===== config.mk =====
export PLATFORM = sky130hd
export DESIGN_NAME = midpoint_subdivision_line_clip_top
export DESIGN_NICKNAME = d
export VERILOG_FILES = /design/src/rtl/mdclip_pkg.sv /design/src/rtl/midpoint_subdivision_line_clip_top.sv /design/src/rtl/mdclip_ctrl.sv /design/src/rtl/mdclip_dp.sv
export SDC_FILE = /design/constraint.sdc
export NUM_CORES = 1
export LEC_CHECK = 0
export BUFFER_PORTS_ARGS = -buffer_cell sky130_fd_sc_hd__buf_4
export CAP_MARGIN = 20
export CORE_AREA = 3 3 297 299
export CTS_CLUSTER_SIZE = 40
export DETAILED_ROUTE_END_ITERATION = 8
export DIE_AREA = 0 0 300 302
export HOLD_SLACK_MARGIN = 0.15
export SLEW_MARGIN = 20
export SYNTH_ARGS = -nofsm -noshare
export SYNTH_HDL_FRONTEND = slang
export SYNTH_HIERARCHICAL = 1
export SYNTH_SLANG_ARGS = --single-unit

===== constraint.sdc =====
create_clock -name clk -period 6.65 [get_ports clk]
set_clock_uncertainty 0.1 [all_clocks]
set_input_delay 1.33 -clock clk [delete_from_list [all_inputs] [get_ports clk]]
set_output_delay 1.33 -clock clk [all_outputs]
set_load 0.02 [all_outputs]

===== src/rtl/mdclip_pkg.sv =====
// ----------------------------------------------------------------------------
// mdclip_pkg
// Shared constants and controller/datapath interface types for the
// midpoint-subdivision line clipper.
// ----------------------------------------------------------------------------
package mdclip_pkg;

    // Coordinate format: signed fixed point, Q12.4 by default
    localparam int COORD_WIDTH = 16;
    localparam int FRAC_BITS   = 4;

    // Threshold register width and the root width of its largest square
    localparam int DIST_WIDTH  = 16;
    localparam int ROOT_WIDTH  = DIST_WIDTH / 2;

    // Bisection step bound per endpoint
    localparam int STEP_MAX    = COORD_WIDTH + 1;
    localparam int STEP_WIDTH  = $clog2(STEP_MAX);

    // Configuration port
    localparam int CFG_IDX_WIDTH = 3;
    localparam logic [CFG_IDX_WIDTH-1:0] REG_WINDOW_LEFT   = 3'd0;
    localparam logic [CFG_IDX_WIDTH-1:0] REG_WINDOW_BOTTOM = 3'd1;
    localparam logic [CFG_IDX_WIDTH-1:0] REG_WINDOW_RIGHT  = 3'd2;
    localparam logic [CFG_IDX_WIDTH-1:0] REG_WINDOW_TOP    = 3'd3;
    localparam logic [CFG_IDX_WIDTH-1:0] REG_STOP_DIST_SQ  = 3'd4;

    // Coordinate written for every endpoint of a rejected segment: minus one
    localparam logic signed [COORD_WIDTH-1:0] REJECT_COORD =
        COORD_WIDTH'(-(2 ** FRAC_BITS));

    // Controller to datapath commands
    typedef struct packed {
        logic load;      // capture the input segment
        logic classify;  // latch the trivial reject decision
        logic init;      // set up working points for a bisection pass
        logic phase_b;   // with init: pass moves the finish endpoint
        logic calc;      // register squared distance terms and midpoint
        logic step;      // apply one bisection step
        logic wrback;    // write the moved working point back to its endpoint
        logic out_load;  // load the result register
    } mdclip_cmd_t;

    // Datapath to controller status
    typedef struct packed {
        logic start_out;   // start endpoint lies outside the window
        logic finish_out;  // finish endpoint lies outside the window
        logic reject;      // outcodes share a bit
        logic far;         // working points still at or beyond threshold
    } mdclip_sts_t;

endpackage


===== src/rtl/midpoint_subdivision_line_clip_top.sv =====
// Midpoint-subdivision line clipper. One segment in, one result out, on
// valid/ready channels; the window and stop threshold sit in a write-only
// configuration port that is always ready. A segment that passes or is
// rejected outright goes from classification straight to the output
// register. Each endpoint outside the window adds one bisection pass: each
// step registers the distance and midpoint, then compares and moves, and a
// pass ends with a final distance check and a write-back. At the bound of 17
// steps the pass ends without the final check. When the finish pass follows
// the start pass it has its own set-up state (S_INITB). The one shared
// bisection unit limits the throughput: segments are processed one at a
// time, and the next one is accepted as soon as the previous result is
// parked in the output register. A result that the receiver does not take
// holds the block and stalls the input.
// ----------------------------------------------------------------------------
// midpoint_subdivision_line_clip_top
// Top level: joins the sequencer and datapath to the external channels.
// ----------------------------------------------------------------------------
module midpoint_subdivision_line_clip_top
(
    input  logic                                        clk,
    input  logic                                        rst_n,
    input  logic                                        cfg_valid,
    output logic                                        cfg_ready,
    input  logic [mdclip_pkg::CFG_IDX_WIDTH-1:0]        cfg_index,
    input  logic [mdclip_pkg::DIST_WIDTH-1:0]           cfg_data,
    input  logic                                        in_valid,
    output logic                                        in_ready,
    input  logic signed [mdclip_pkg::COORD_WIDTH-1:0]   start_x,
    input  logic signed [mdclip_pkg::COORD_WIDTH-1:0]   start_y,
    input  logic signed [mdclip_pkg::COORD_WIDTH-1:0]   finish_x,
    input  logic signed [mdclip_pkg::COORD_WIDTH-1:0]   finish_y,
    output logic                                        out_valid,
    input  logic                                        out_ready,
    output logic signed [mdclip_pkg::COORD_WIDTH-1:0]   clipped_start_x,
    output logic signed [mdclip_pkg::COORD_WIDTH-1:0]   clipped_start_y,
    output logic signed [mdclip_pkg::COORD_WIDTH-1:0]   clipped_finish_x,
    output logic signed [mdclip_pkg::COORD_WIDTH-1:0]   clipped_finish_y,
    output logic                                        rejected
);
    import mdclip_pkg::*;

    mdclip_cmd_t cmd;
    mdclip_sts_t sts;

    // Configuration writes never stall
    assign cfg_ready = 1'b1;

    mdclip_ctrl u_ctrl
    (
        .clk       (clk),
        .rst_n     (rst_n),
        .in_valid  (in_valid),
        .in_ready  (in_ready),
        .out_valid (out_valid),
        .out_ready (out_ready),
        .sts       (sts),
        .cmd       (cmd)
    );

    mdclip_dp u_dp
    (
        .clk              (clk),
        .rst_n            (rst_n),
        .cfg_valid        (cfg_valid),
        .cfg_index        (cfg_index),
        .cfg_data         (cfg_data),
        .start_x          (start_x),
        .start_y          (start_y),
        .finish_x         (finish_x),
        .finish_y         (finish_y),
        .cmd              (cmd),
        .sts              (sts),
        .clipped_start_x  (clipped_start_x),
        .clipped_start_y  (clipped_start_y),
        .clipped_finish_x (clipped_finish_x),
        .clipped_finish_y (clipped_finish_y),
        .rejected         (rejected)
    );

endmodule


===== src/rtl/mdclip_ctrl.sv =====
// ----------------------------------------------------------------------------
// mdclip_ctrl
// Sequencer for the clipper: classifies a segment, runs up to two bisection
// passes and hands the result to the output register.
// ----------------------------------------------------------------------------
module mdclip_ctrl
(
    input  logic                  clk,
    input  logic                  rst_n,
    input  logic                  in_valid,
    output logic                  in_ready,
    output logic                  out_valid,
    input  logic                  out_ready,
    input  mdclip_pkg::mdclip_sts_t sts,
    output mdclip_pkg::mdclip_cmd_t cmd
);
    import mdclip_pkg::*;

    localparam logic [2:0] S_IDLE     = 3'd0;
    localparam logic [2:0] S_CLASSIFY = 3'd1;
    localparam logic [2:0] S_CHECK    = 3'd2;
    localparam logic [2:0] S_STEP     = 3'd3;
    localparam logic [2:0] S_WRBACK   = 3'd4;
    localparam logic [2:0] S_INITB    = 3'd5;
    localparam logic [2:0] S_DONE     = 3'd6;

    localparam logic [STEP_WIDTH-1:0] STEP_LAST = STEP_WIDTH'(STEP_MAX - 1);

    logic [2:0]            state_reg, state_next;
    logic [STEP_WIDTH-1:0] steps_reg, steps_next;
    logic                  phase_b_reg, phase_b_next;
    logic                  out_valid_reg, out_valid_next;

    assign in_ready  = (state_reg == S_IDLE);
    assign out_valid = out_valid_reg;

    // Next state and command decode
    always_comb
    begin
        state_next   = state_reg;
        steps_next   = steps_reg;
        phase_b_next = phase_b_reg;
        cmd          = '0;
        unique case (state_reg)
            S_IDLE:
            begin
                if (in_valid)
                begin
                    cmd.load   = 1'b1;
                    state_next = S_CLASSIFY;
                end
            end
            S_CLASSIFY:
            begin
                cmd.classify = 1'b1;
                if (sts.reject || (!sts.start_out && !sts.finish_out))
                begin
                    state_next = S_DONE;
                end
                else
                begin
                    cmd.init     = 1'b1;
                    cmd.phase_b  = !sts.start_out;
                    phase_b_next = !sts.start_out;
                    steps_next   = '0;
                    state_next   = S_CHECK;
                end
            end
            S_CHECK:
            begin
                cmd.calc   = 1'b1;
                state_next = S_STEP;
            end
            S_STEP:
            begin
                if (sts.far)
                begin
                    cmd.step = 1'b1;
                    if (steps_reg == STEP_LAST)
                    begin
                        state_next = S_WRBACK;
                    end
                    else
                    begin
                        steps_next = steps_reg + 1'b1;
                        state_next = S_CHECK;
                    end
                end
                else
                begin
                    state_next = S_WRBACK;
                end
            end
            S_WRBACK:
            begin
                cmd.wrback = 1'b1;
                if (!phase_b_reg && sts.finish_out)
                    state_next = S_INITB;
                else
                    state_next = S_DONE;
            end
            S_INITB:
            begin
                cmd.init     = 1'b1;
                cmd.phase_b  = 1'b1;
                phase_b_next = 1'b1;
                steps_next   = '0;
                state_next   = S_CHECK;
            end
            S_DONE:
            begin
                // Hand over once the result register is free
                if (!out_valid_reg || out_ready)
                begin
                    cmd.out_load = 1'b1;
                    state_next   = S_IDLE;
                end
            end
            default:
            begin
                state_next = S_IDLE;
            end
        endcase
    end

    // Hold the result valid until the transaction completes
    assign out_valid_next = cmd.out_load || (out_valid_reg && !out_ready);

    always_ff @(posedge clk or negedge rst_n)
    begin
        if (!rst_n)
        begin
            state_reg     <= S_IDLE;
            steps_reg     <= '0;
            phase_b_reg   <= 1'b0;
            out_valid_reg <= 1'b0;
        end
        else
        begin
            state_reg     <= state_next;
            steps_reg     <= steps_next;
            phase_b_reg   <= phase_b_next;
            out_valid_reg <= out_valid_next;
        end
    end

endmodule


===== src/rtl/mdclip_dp.sv =====
// ----------------------------------------------------------------------------
// mdclip_dp
// Clipper datapath: window registers, outcodes, working points, squared
// distance test, midpoint bisection and the result register.
// ----------------------------------------------------------------------------
module mdclip_dp
(
    input  logic                                        clk,
    input  logic                                        rst_n,
    input  logic                                        cfg_valid,
    input  logic [mdclip_pkg::CFG_IDX_WIDTH-1:0]        cfg_index,
    input  logic [mdclip_pkg::DIST_WIDTH-1:0]           cfg_data,
    input  logic signed [mdclip_pkg::COORD_WIDTH-1:0]   start_x,
    input  logic signed [mdclip_pkg::COORD_WIDTH-1:0]   start_y,
    input  logic signed [mdclip_pkg::COORD_WIDTH-1:0]   finish_x,
    input  logic signed [mdclip_pkg::COORD_WIDTH-1:0]   finish_y,
    input  mdclip_pkg::mdclip_cmd_t                     cmd,
    output mdclip_pkg::mdclip_sts_t                     sts,
    output logic signed [mdclip_pkg::COORD_WIDTH-1:0]   clipped_start_x,
    output logic signed [mdclip_pkg::COORD_WIDTH-1:0]   clipped_start_y,
    output logic signed [mdclip_pkg::COORD_WIDTH-1:0]   clipped_finish_x,
    output logic signed [mdclip_pkg::COORD_WIDTH-1:0]   clipped_finish_y,
    output logic                                        rejected
);
    import mdclip_pkg::*;

    localparam int CW = COORD_WIDTH;

    // Outcode bit positions
    localparam int BIT_LEFT   = 0;
    localparam int BIT_RIGHT  = 1;
    localparam int BIT_BOTTOM = 2;
    localparam int BIT_TOP    = 3;

    function automatic logic [3:0] outcode(
        input logic signed [CW-1:0] x,
        input logic signed [CW-1:0] y,
        input logic signed [CW-1:0] l,
        input logic signed [CW-1:0] b,
        input logic signed [CW-1:0] r,
        input logic signed [CW-1:0] t
    );
        logic [3:0] c;
        c = '0;
        if (x < l)
            c[BIT_LEFT] = 1'b1;
        else if (x > r)
            c[BIT_RIGHT] = 1'b1;
        if (y < b)
            c[BIT_BOTTOM] = 1'b1;
        else if (y > t)
            c[BIT_TOP] = 1'b1;
        return c;
    endfunction

    // Window and threshold registers
    logic signed [CW-1:0]   win_left_reg, win_bottom_reg, win_right_reg, win_top_reg;
    logic [DIST_WIDTH-1:0]  stop_dist_reg;

    // Segment endpoints and working points
    logic signed [CW-1:0]   s_x_reg, s_y_reg, f_x_reg, f_y_reg;
    logic signed [CW-1:0]   a_x_reg, a_y_reg, b_x_reg, b_y_reg;
    logic signed [CW-1:0]   m_x_reg, m_y_reg;
    logic [3:0]             code_reg;
    logic                   move_a_reg;
    logic [DIST_WIDTH-1:0]  sq_x_reg, sq_y_reg;
    logic                   big_reg;
    logic                   rej_reg;

    // Result register
    logic signed [CW-1:0]   o_sx_reg, o_sy_reg, o_fx_reg, o_fy_reg;
    logic                   o_rej_reg;

    logic [3:0]             code_s, code_f, code_m;
    logic signed [CW:0]     d_x, d_y, sum_x, sum_y;
    logic [CW:0]            abs_x, abs_y;
    logic [DIST_WIDTH:0]    dist_sum;
    logic                   outside;

    // Take configuration writes; indexes beyond the list are dropped
    always_ff @(posedge clk or negedge rst_n)
    begin
        if (!rst_n)
        begin
            win_left_reg   <= '0;
            win_bottom_reg <= '0;
            win_right_reg  <= CW'(32767);
            win_top_reg    <= CW'(32767);
            stop_dist_reg  <= DIST_WIDTH'(3);
        end
        else if (cfg_valid)
        begin
            unique case (cfg_index)
                REG_WINDOW_LEFT:   win_left_reg   <= CW'(cfg_data);
                REG_WINDOW_BOTTOM: win_bottom_reg <= CW'(cfg_data);
                REG_WINDOW_RIGHT:  win_right_reg  <= CW'(cfg_data);
                REG_WINDOW_TOP:    win_top_reg    <= CW'(cfg_data);
                REG_STOP_DIST_SQ:  stop_dist_reg  <= cfg_data;
                default:           ;
            endcase
        end
    end

    // Outcodes of both endpoints and of the registered midpoint
    assign code_s = outcode(s_x_reg, s_y_reg, win_left_reg, win_bottom_reg,
                            win_right_reg, win_top_reg);
    assign code_f = outcode(f_x_reg, f_y_reg, win_left_reg, win_bottom_reg,
                            win_right_reg, win_top_reg);
    assign code_m = outcode(m_x_reg, m_y_reg, win_left_reg, win_bottom_reg,
                            win_right_reg, win_top_reg);

    // Differences, magnitudes and midpoint sums of the working points
    assign d_x   = {b_x_reg[CW-1], b_x_reg} - {a_x_reg[CW-1], a_x_reg};
    assign d_y   = {b_y_reg[CW-1], b_y_reg} - {a_y_reg[CW-1], a_y_reg};
    assign abs_x = d_x[CW] ? (CW+1)'(-d_x) : (CW+1)'(d_x);
    assign abs_y = d_y[CW] ? (CW+1)'(-d_y) : (CW+1)'(d_y);
    assign sum_x = {a_x_reg[CW-1], a_x_reg} + {b_x_reg[CW-1], b_x_reg};
    assign sum_y = {a_y_reg[CW-1], a_y_reg} + {b_y_reg[CW-1], b_y_reg};

    // Distance test from the registered squares
    assign dist_sum = {1'b0, sq_x_reg} + {1'b0, sq_y_reg};
    assign outside  = |(code_m & code_reg);

    assign sts.start_out  = |code_s;
    assign sts.finish_out = |code_f;
    assign sts.reject     = |(code_s & code_f);
    assign sts.far        = big_reg || (dist_sum >= {1'b0, stop_dist_reg});

    // Working registers
    always_ff @(posedge clk)
    begin
        if (cmd.load)
        begin
            s_x_reg <= start_x;
            s_y_reg <= start_y;
            f_x_reg <= finish_x;
            f_y_reg <= finish_y;
        end
        if (cmd.classify)
        begin
            rej_reg <= sts.reject;
        end
        if (cmd.init)
        begin
            a_x_reg    <= s_x_reg;
            a_y_reg    <= s_y_reg;
            b_x_reg    <= f_x_reg;
            b_y_reg    <= f_y_reg;
            code_reg   <= cmd.phase_b ? code_f : code_s;
            move_a_reg <= !cmd.phase_b;
        end
        // Register squared distance terms and the floored midpoint
        if (cmd.calc)
        begin
            big_reg  <= (|abs_x[CW:ROOT_WIDTH]) || (|abs_y[CW:ROOT_WIDTH]);
            sq_x_reg <= abs_x[ROOT_WIDTH-1:0] * abs_x[ROOT_WIDTH-1:0];
            sq_y_reg <= abs_y[ROOT_WIDTH-1:0] * abs_y[ROOT_WIDTH-1:0];
            m_x_reg  <= sum_x[CW:1];
            m_y_reg  <= sum_y[CW:1];
        end
        // Advance the outside end or the inside end to the midpoint
        if (cmd.step)
        begin
            if (outside == move_a_reg)
            begin
                a_x_reg <= m_x_reg;
                a_y_reg <= m_y_reg;
            end
            else
            begin
                b_x_reg <= m_x_reg;
                b_y_reg <= m_y_reg;
            end
            if (outside)
                code_reg <= code_m;
        end
        if (cmd.wrback)
        begin
            if (move_a_reg)
            begin
                s_x_reg <= a_x_reg;
                s_y_reg <= a_y_reg;
            end
            else
            begin
                f_x_reg <= b_x_reg;
                f_y_reg <= b_y_reg;
            end
        end
        if (cmd.out_load)
        begin
            o_sx_reg  <= rej_reg ? REJECT_COORD : s_x_reg;
            o_sy_reg  <= rej_reg ? REJECT_COORD : s_y_reg;
            o_fx_reg  <= rej_reg ? REJECT_COORD : f_x_reg;
            o_fy_reg  <= rej_reg ? REJECT_COORD : f_y_reg;
            o_rej_reg <= rej_reg;
        end
    end

    assign clipped_start_x  = o_sx_reg;
    assign clipped_start_y  = o_sy_reg;
    assign clipped_finish_x = o_fx_reg;
    assign clipped_finish_y = o_fy_reg;
    assign rejected         = o_rej_reg;

endmodule


# Word level (Yosys, flattened, before mapping)
# Cells that the tools add are included.
# classes
n_addsub	8
multipliers	2
magnitude_cmp	13
n_eq_ne	17
mux	72
bitwise	2
n_reduce_logical	32
# ops
cell	count
$mux W16	24
$gt A16 B16 Y1	6
$lt A16 B16 Y1	6
$add A16 B16 Y17	3
$mux W17	2
$neg A17 Y17	2
$sub A16 B16 Y17	2
$mul A8 B8 Y16	2
$mux W1	28
$pmux W3 S7	1
$reduce_or A9 Y1	2
$ge A17 B16 Y1	1
$mux W4	4
$reduce_or A4 Y1	4
$mux W3	5
$mux W5	3
$pmux W5 S3	1
$reduce_and A2 Y1	7
$eq A3 B2 Y1 const B	4
$eq A3 B3 Y1 const B	4
$and A4 B4 Y4	2
$ne A2 B2 Y1 const B	4
$eq A3 B1 Y1 const B	2
$logic_not A1 Y1	6
other kinds (13)	21
# totals
register_bits	354
in_bits	88
output_inout_bits	68

# Depth between registers and ports, before layout
# logic_depth
depth_word	13
depth_mapped	33
depth_no_buf	32

# Modules after synthesis
# The synthesis kept the hierarchy.
# by_module_without_submodules
mod	n_inst	cells_each	area_each_um2	seq_area_each_um2
mdclip_dp	1	2603	25019.0	8588.2
mdclip_ctrl	1	77	665.6	250.2
midpoint_subdivision_line_clip_top	1	2	11.3	0.0

# Worst setup path before layout
# OpenSTA, ideal clock, no wires.
# synth_timing
kind	register -> register
startpoint	register u_dp.b_x_reg[0]
endpoint	register u_dp.sq_x_reg[15] (data pin)
setup_ns	0.258
t_arrival_ns	6.496
required_ns	6.292
slack_ns	-0.204
path_stages_with_launch	29
path_buffers	0
synth_period_minus_slack_ns	6.854
cell_sequence	dfxtp_1 -> inv_1 -> ha_1 -> fa_1 -> nand2b_1 -> a211oi_4 -> o21ai_0 -> a21oi_1 -> o21ai_0 -> a31oi_2 -> nor2_1 -> xnor2_1 -> inv_1 -> nand2_1 -> inv_1 -> fa_1 -> fa_1 -> inv_1 -> fa_1 -> fa_1 -> inv_1 -> ha_1 -> a21oi_1 -> o21bai_1 -> nand4_1 -> nand4_1 -> o211ai_1 -> xor2_1 -> xnor2_1
# synth_between
elab_chain_cells	4
# synth_lines
item	line	source
start, declared	mdclip_dp.sv:62	logic signed [CW-1:0] a_x_reg, a_y_reg, b_x_reg, b_y_reg;
start signal, assigned	mdclip_dp.sv:147	b_x_reg <= f_x_reg;
start signal, assigned	mdclip_dp.sv:171	b_x_reg <= m_x_reg;
$sub A16 B16 Y17 *	mdclip_dp.sv:113	assign d_x = {b_x_reg[CW-1], b_x_reg} - {a_x_reg[CW-1], a_x_reg};
$neg A17 Y17	mdclip_dp.sv:115	assign abs_x = d_x[CW] ? (CW+1)'(-d_x) : (CW+1)'(d_x);
$mux W17 *	mdclip_dp.sv:115	
$mul A8 B8 Y16 *	mdclip_dp.sv:156	sq_x_reg <= abs_x[ROOT_WIDTH-1:0] * abs_x[ROOT_WIDTH-1:0];
end signal, assigned	mdclip_dp.sv:156	
end, declared	mdclip_dp.sv:66	logic [DIST_WIDTH-1:0] sq_x_reg, sq_y_reg;
# Every way passes the cells marked *; elsewhere a longest branch is shown, timed or not.
# A chain may end at the register's enable or synchronous reset.

# Worst setup path in the final report
# layout_timing
startpoint	register u_dp.b_y_reg[0]
endpoint	register u_dp.sq_y_reg[15] (data pin)
# layout_between
elab_chain_cells	4
# layout_lines
item	line	source
start, declared	mdclip_dp.sv:62	
start signal, assigned	mdclip_dp.sv:148	b_y_reg <= f_y_reg;
start signal, assigned	mdclip_dp.sv:172	b_y_reg <= m_y_reg;
$sub A16 B16 Y17 *	mdclip_dp.sv:114	assign d_y = {b_y_reg[CW-1], b_y_reg} - {a_y_reg[CW-1], a_y_reg};
$neg A17 Y17	mdclip_dp.sv:116	assign abs_y = d_y[CW] ? (CW+1)'(-d_y) : (CW+1)'(d_y);
$mux W17 *	mdclip_dp.sv:116	
$mul A8 B8 Y16 *	mdclip_dp.sv:157	sq_y_reg <= abs_y[ROOT_WIDTH-1:0] * abs_y[ROOT_WIDTH-1:0];
end signal, assigned	mdclip_dp.sv:157	
end, declared	mdclip_dp.sv:66	
# Marked as above.

==> flow_summary.yaml <==
worst_setup_path:
  setup.worst_path.end_class: "flip-flop"
  rrSetupSlack_ns: 0.13
  cp.arrival_ns: 6.72
  r2r_end: "u_dp/sq_y_reg[15]$_DFFE_PP_"
  r2r_cells: 28
  critical_path_required_ns: 6.84
  cp_slowest_cell: "fa_1"
  cp_slowest_stage_delay_ns: 0.53
  crit_path_max_fanout: 7
  r2r-start: "u_dp/b_y_reg[0]$_DFF_P_"
  crit_type: "reg -> reg"
  critPathLaunchType: "flip-flop"
grt:
  gr-total-overflow: 0
  antenna_found_initial: 4
  grt_usage_pct: 16.0
  grt_max_degree: 66
  grt_first_pass_wirelength_mm: 114
  grt_pass1_vias: 19700
cells_and_area:
  drive_gt1_share_pct: 20.6
  synthToLayoutAreaGrowth_pct: 20.3
  fillerInstances: 8651
  nets: 3423
yosys:
  synthFlopType: "dfxtp_1"
  synth_edf_count: 130
  synthesis.nets: 3172
  ys_warn_count: 6
  async_reset_ff_share_pct: 25.6
  synth_seq_cells: 352
  avgSynthCellArea_um2: 9.58
  syn_area_mm2: 0.0257
  syn_inst: 2682
  yosysSeqAreaShare_pct: 34.4
  netlist-cell-type-count: 94
placement:
  io_buffers: 154
  dp_hpwl_mm: 57.1
  gp_congestion: 0.871
clocking:
  clock_path_buffers: 3
  cts_htree_levels: 2
  cts_tree: "done"
  clk_pin_slew_worst_paths_ns: 0.06
  insertion_delay_ns: 0.56
  cts_root_buf: "clkbuf_16"
  cts-buffers-inserted: 36
  cts.sinks: 352
die:
  placementRows: 107
  fp.coreArea_mm2: 0.0854
  die_area_mm2: 0.0906
  start_util_pct: 30.1
  die_h_um: 302
  ios: 156
  fp.dieW_um: 300
sta:
  slew_viol_final: 0
  finalHoldViolCount: 0
  worst_pin_slew_ns: 0.981
  setup_viol: 0
  max_slew_margin_pct: 34.5
  rsz0062_at_grt: "yes"
  final.period_utilization_pct: 98.1
  timing.fmax_mhz: 153
  setup_tns_ns: 0
  period_needed_ns: 6.52
drt:
  drc_errors: 0
  first_pass_iters: 5
  drt_iter0_markers: 1279
  final_antenna_net_count: 0
  vias: 20200
  wl_mm: 74.3
  drt-wirelength-per-cell_um: 18.1
  viasPerCell: 4.93
worst_hold_path:
  min_to: "u_dp/s_y_reg[13]$_DFF_P_"
  hold_class: "reg -> reg"
  min_from: "u_dp/a_y_reg[13]$_DFF_P_"
  whs_path_depth: 2
outcome:
  outcome: "finished, final reports clean"
job:
  cap_violations: 0
[worst max-delay path, delay by kind of cell (launching register included)]
family	cells	cell delay (ns)
fa+ha+maj	7	2.73
flops	1	0.33
buf+inv	6	0.48
xor+xnor	2	0.33
simple gates	6	0.85
compound gates	7	1.42
[stage by stage]
step	setup slack (ns)	utilization [%]	cells	area (µm²)	hold slack, ns
finish	0.125	36.2	4107	30900	0.387
floorplan	-0.0125	-	2682	25700	0.324
global route	-0.0933	36.2	4105	30900	0.426
detailed placement	-0.165	33.9	4015	29000	0.401
global placement	-0.112	33.9	4015	29000	0.391
CTS	0.00290	35.4	4085	30200	0.393
[cells by family (layout without fill, tap and decap cells)]
family                     count (synthesis)  count (layout)  synth area share, %
AOI/OAI and AO/OA                        590             590                 14.7
xor gates and xnor gates                 113             113                 3.92
adders and majority gates                402             402                 21.2
buffers and inverters                    368             647                 5.54
DFF                                      352             352                 34.4
muxes                                    169             169                 6.70
other                                      1               3               0.0146
and+or+nand+nor                          687             687                 13.6
[layer usage]
layer	share of wire [%]	wire, µm	GRT usage (%)
met3	4.7	3520	2.13
met4	3.7	2740	5.78
met1	47	35300	22.4
met5	0.017	13	0
met2	44	32800	25.1
[placed cells by master, fill, tap and decap left out, types with 10 or more instances in the layout]
master	n
a2111oi_0	11
a21o_1	54
a21oi_1	109
a21oi_2	10
a22oi_1	63
buf_4	301
clkbuf_16	39
dfrtp_1	58
dfstp_2	32
dfxtp_1	130
edfxtp_1	130
fa_1	50
ha_1	337
inv_1	261
inv_2	11
mux2_2	22
mux2i_1	146
nand2_1	174
nand2b_1	25
nand3_1	33
nand4_1	41
nor2_1	139
nor2_2	10
nor2_4	12
nor2b_1	78
nor3_1	31
o211ai_1	11
o21a_1	15
o21ai_0	190
o21bai_1	26
o31ai_1	10
or2_2	55
xnor2_1	70
xor2_1	27
[Yosys cell counts, drive strengths merged (27+ instances only)]
master  instances  share of area [%]
nand3          33               0.64
fa             54                4.2
nand2b         28               0.69
nor2          161                2.4
nand4          41                1.0
a22oi          63                1.8
o21ai         198                3.9
ha            348                 17
inv           274                4.0
nand2         178                2.6
or2            63                1.5
a21oi         119                2.3
nor2b          80                1.9
dfrtp          58                5.6
mux2i         146                5.7
xor2           37                1.3
clkbuf         76                1.1
xnor2          76                2.6
edfxtp        130                 15
dfxtp         132                 10
nor3           37               0.72
a21o           55                1.6
o21bai         27               0.79
dfstp          32                3.3
[worst max path at each step]
stage                     depth (start not counted)                           to                      from
after floorplan                                  31  u_dp/sq_x_reg[15]$_DFFE_PP_   u_dp/b_x_reg[0]$_DFF_P_
after global placement                           27  u_dp/sq_y_reg[15]$_DFFE_PP_   u_dp/b_y_reg[0]$_DFF_P_
after detailed placement                         27  u_dp/sq_y_reg[15]$_DFFE_PP_   u_dp/b_y_reg[0]$_DFF_P_
after CTS                                        28  u_dp/sq_y_reg[15]$_DFFE_PP_   u_dp/b_y_reg[0]$_DFF_P_
after global routing                             29  u_dp/sq_x_reg[15]$_DFFE_PP_  u_dp/a_x_reg[10]$_DFF_P_
final                                            28  u_dp/sq_y_reg[15]$_DFFE_PP_   u_dp/b_y_reg[0]$_DFF_P_
[timing repair]
action                     CTS  global route
pin swaps                    6            67
setup endpoints to repair    5            12
setup buffers                4            21
hold buffers                 0             0
gates resized for setup      9           115
[cell type report]
class | count | area, µm² | share of cell area [%]
clock buffers | 50 | 1080 | 3.49
multi-input cells | 1962 | 16100 | 52.0
inverters | 275 | 1040 | 3.35
diodes | 2 | 5.00 | 0.0162
repair buffers | 306 | 2320 | 7.51
flip-flops and latches | 352 | 8840 | 28.6
clock inverters | 16 | 120 | 0.389
well taps | 1144 | 1430 | 4.63
Power is left out: the tool's default activity adds up to more than one toggle a clock period on the data nets, which glitch-free logic cannot reach.
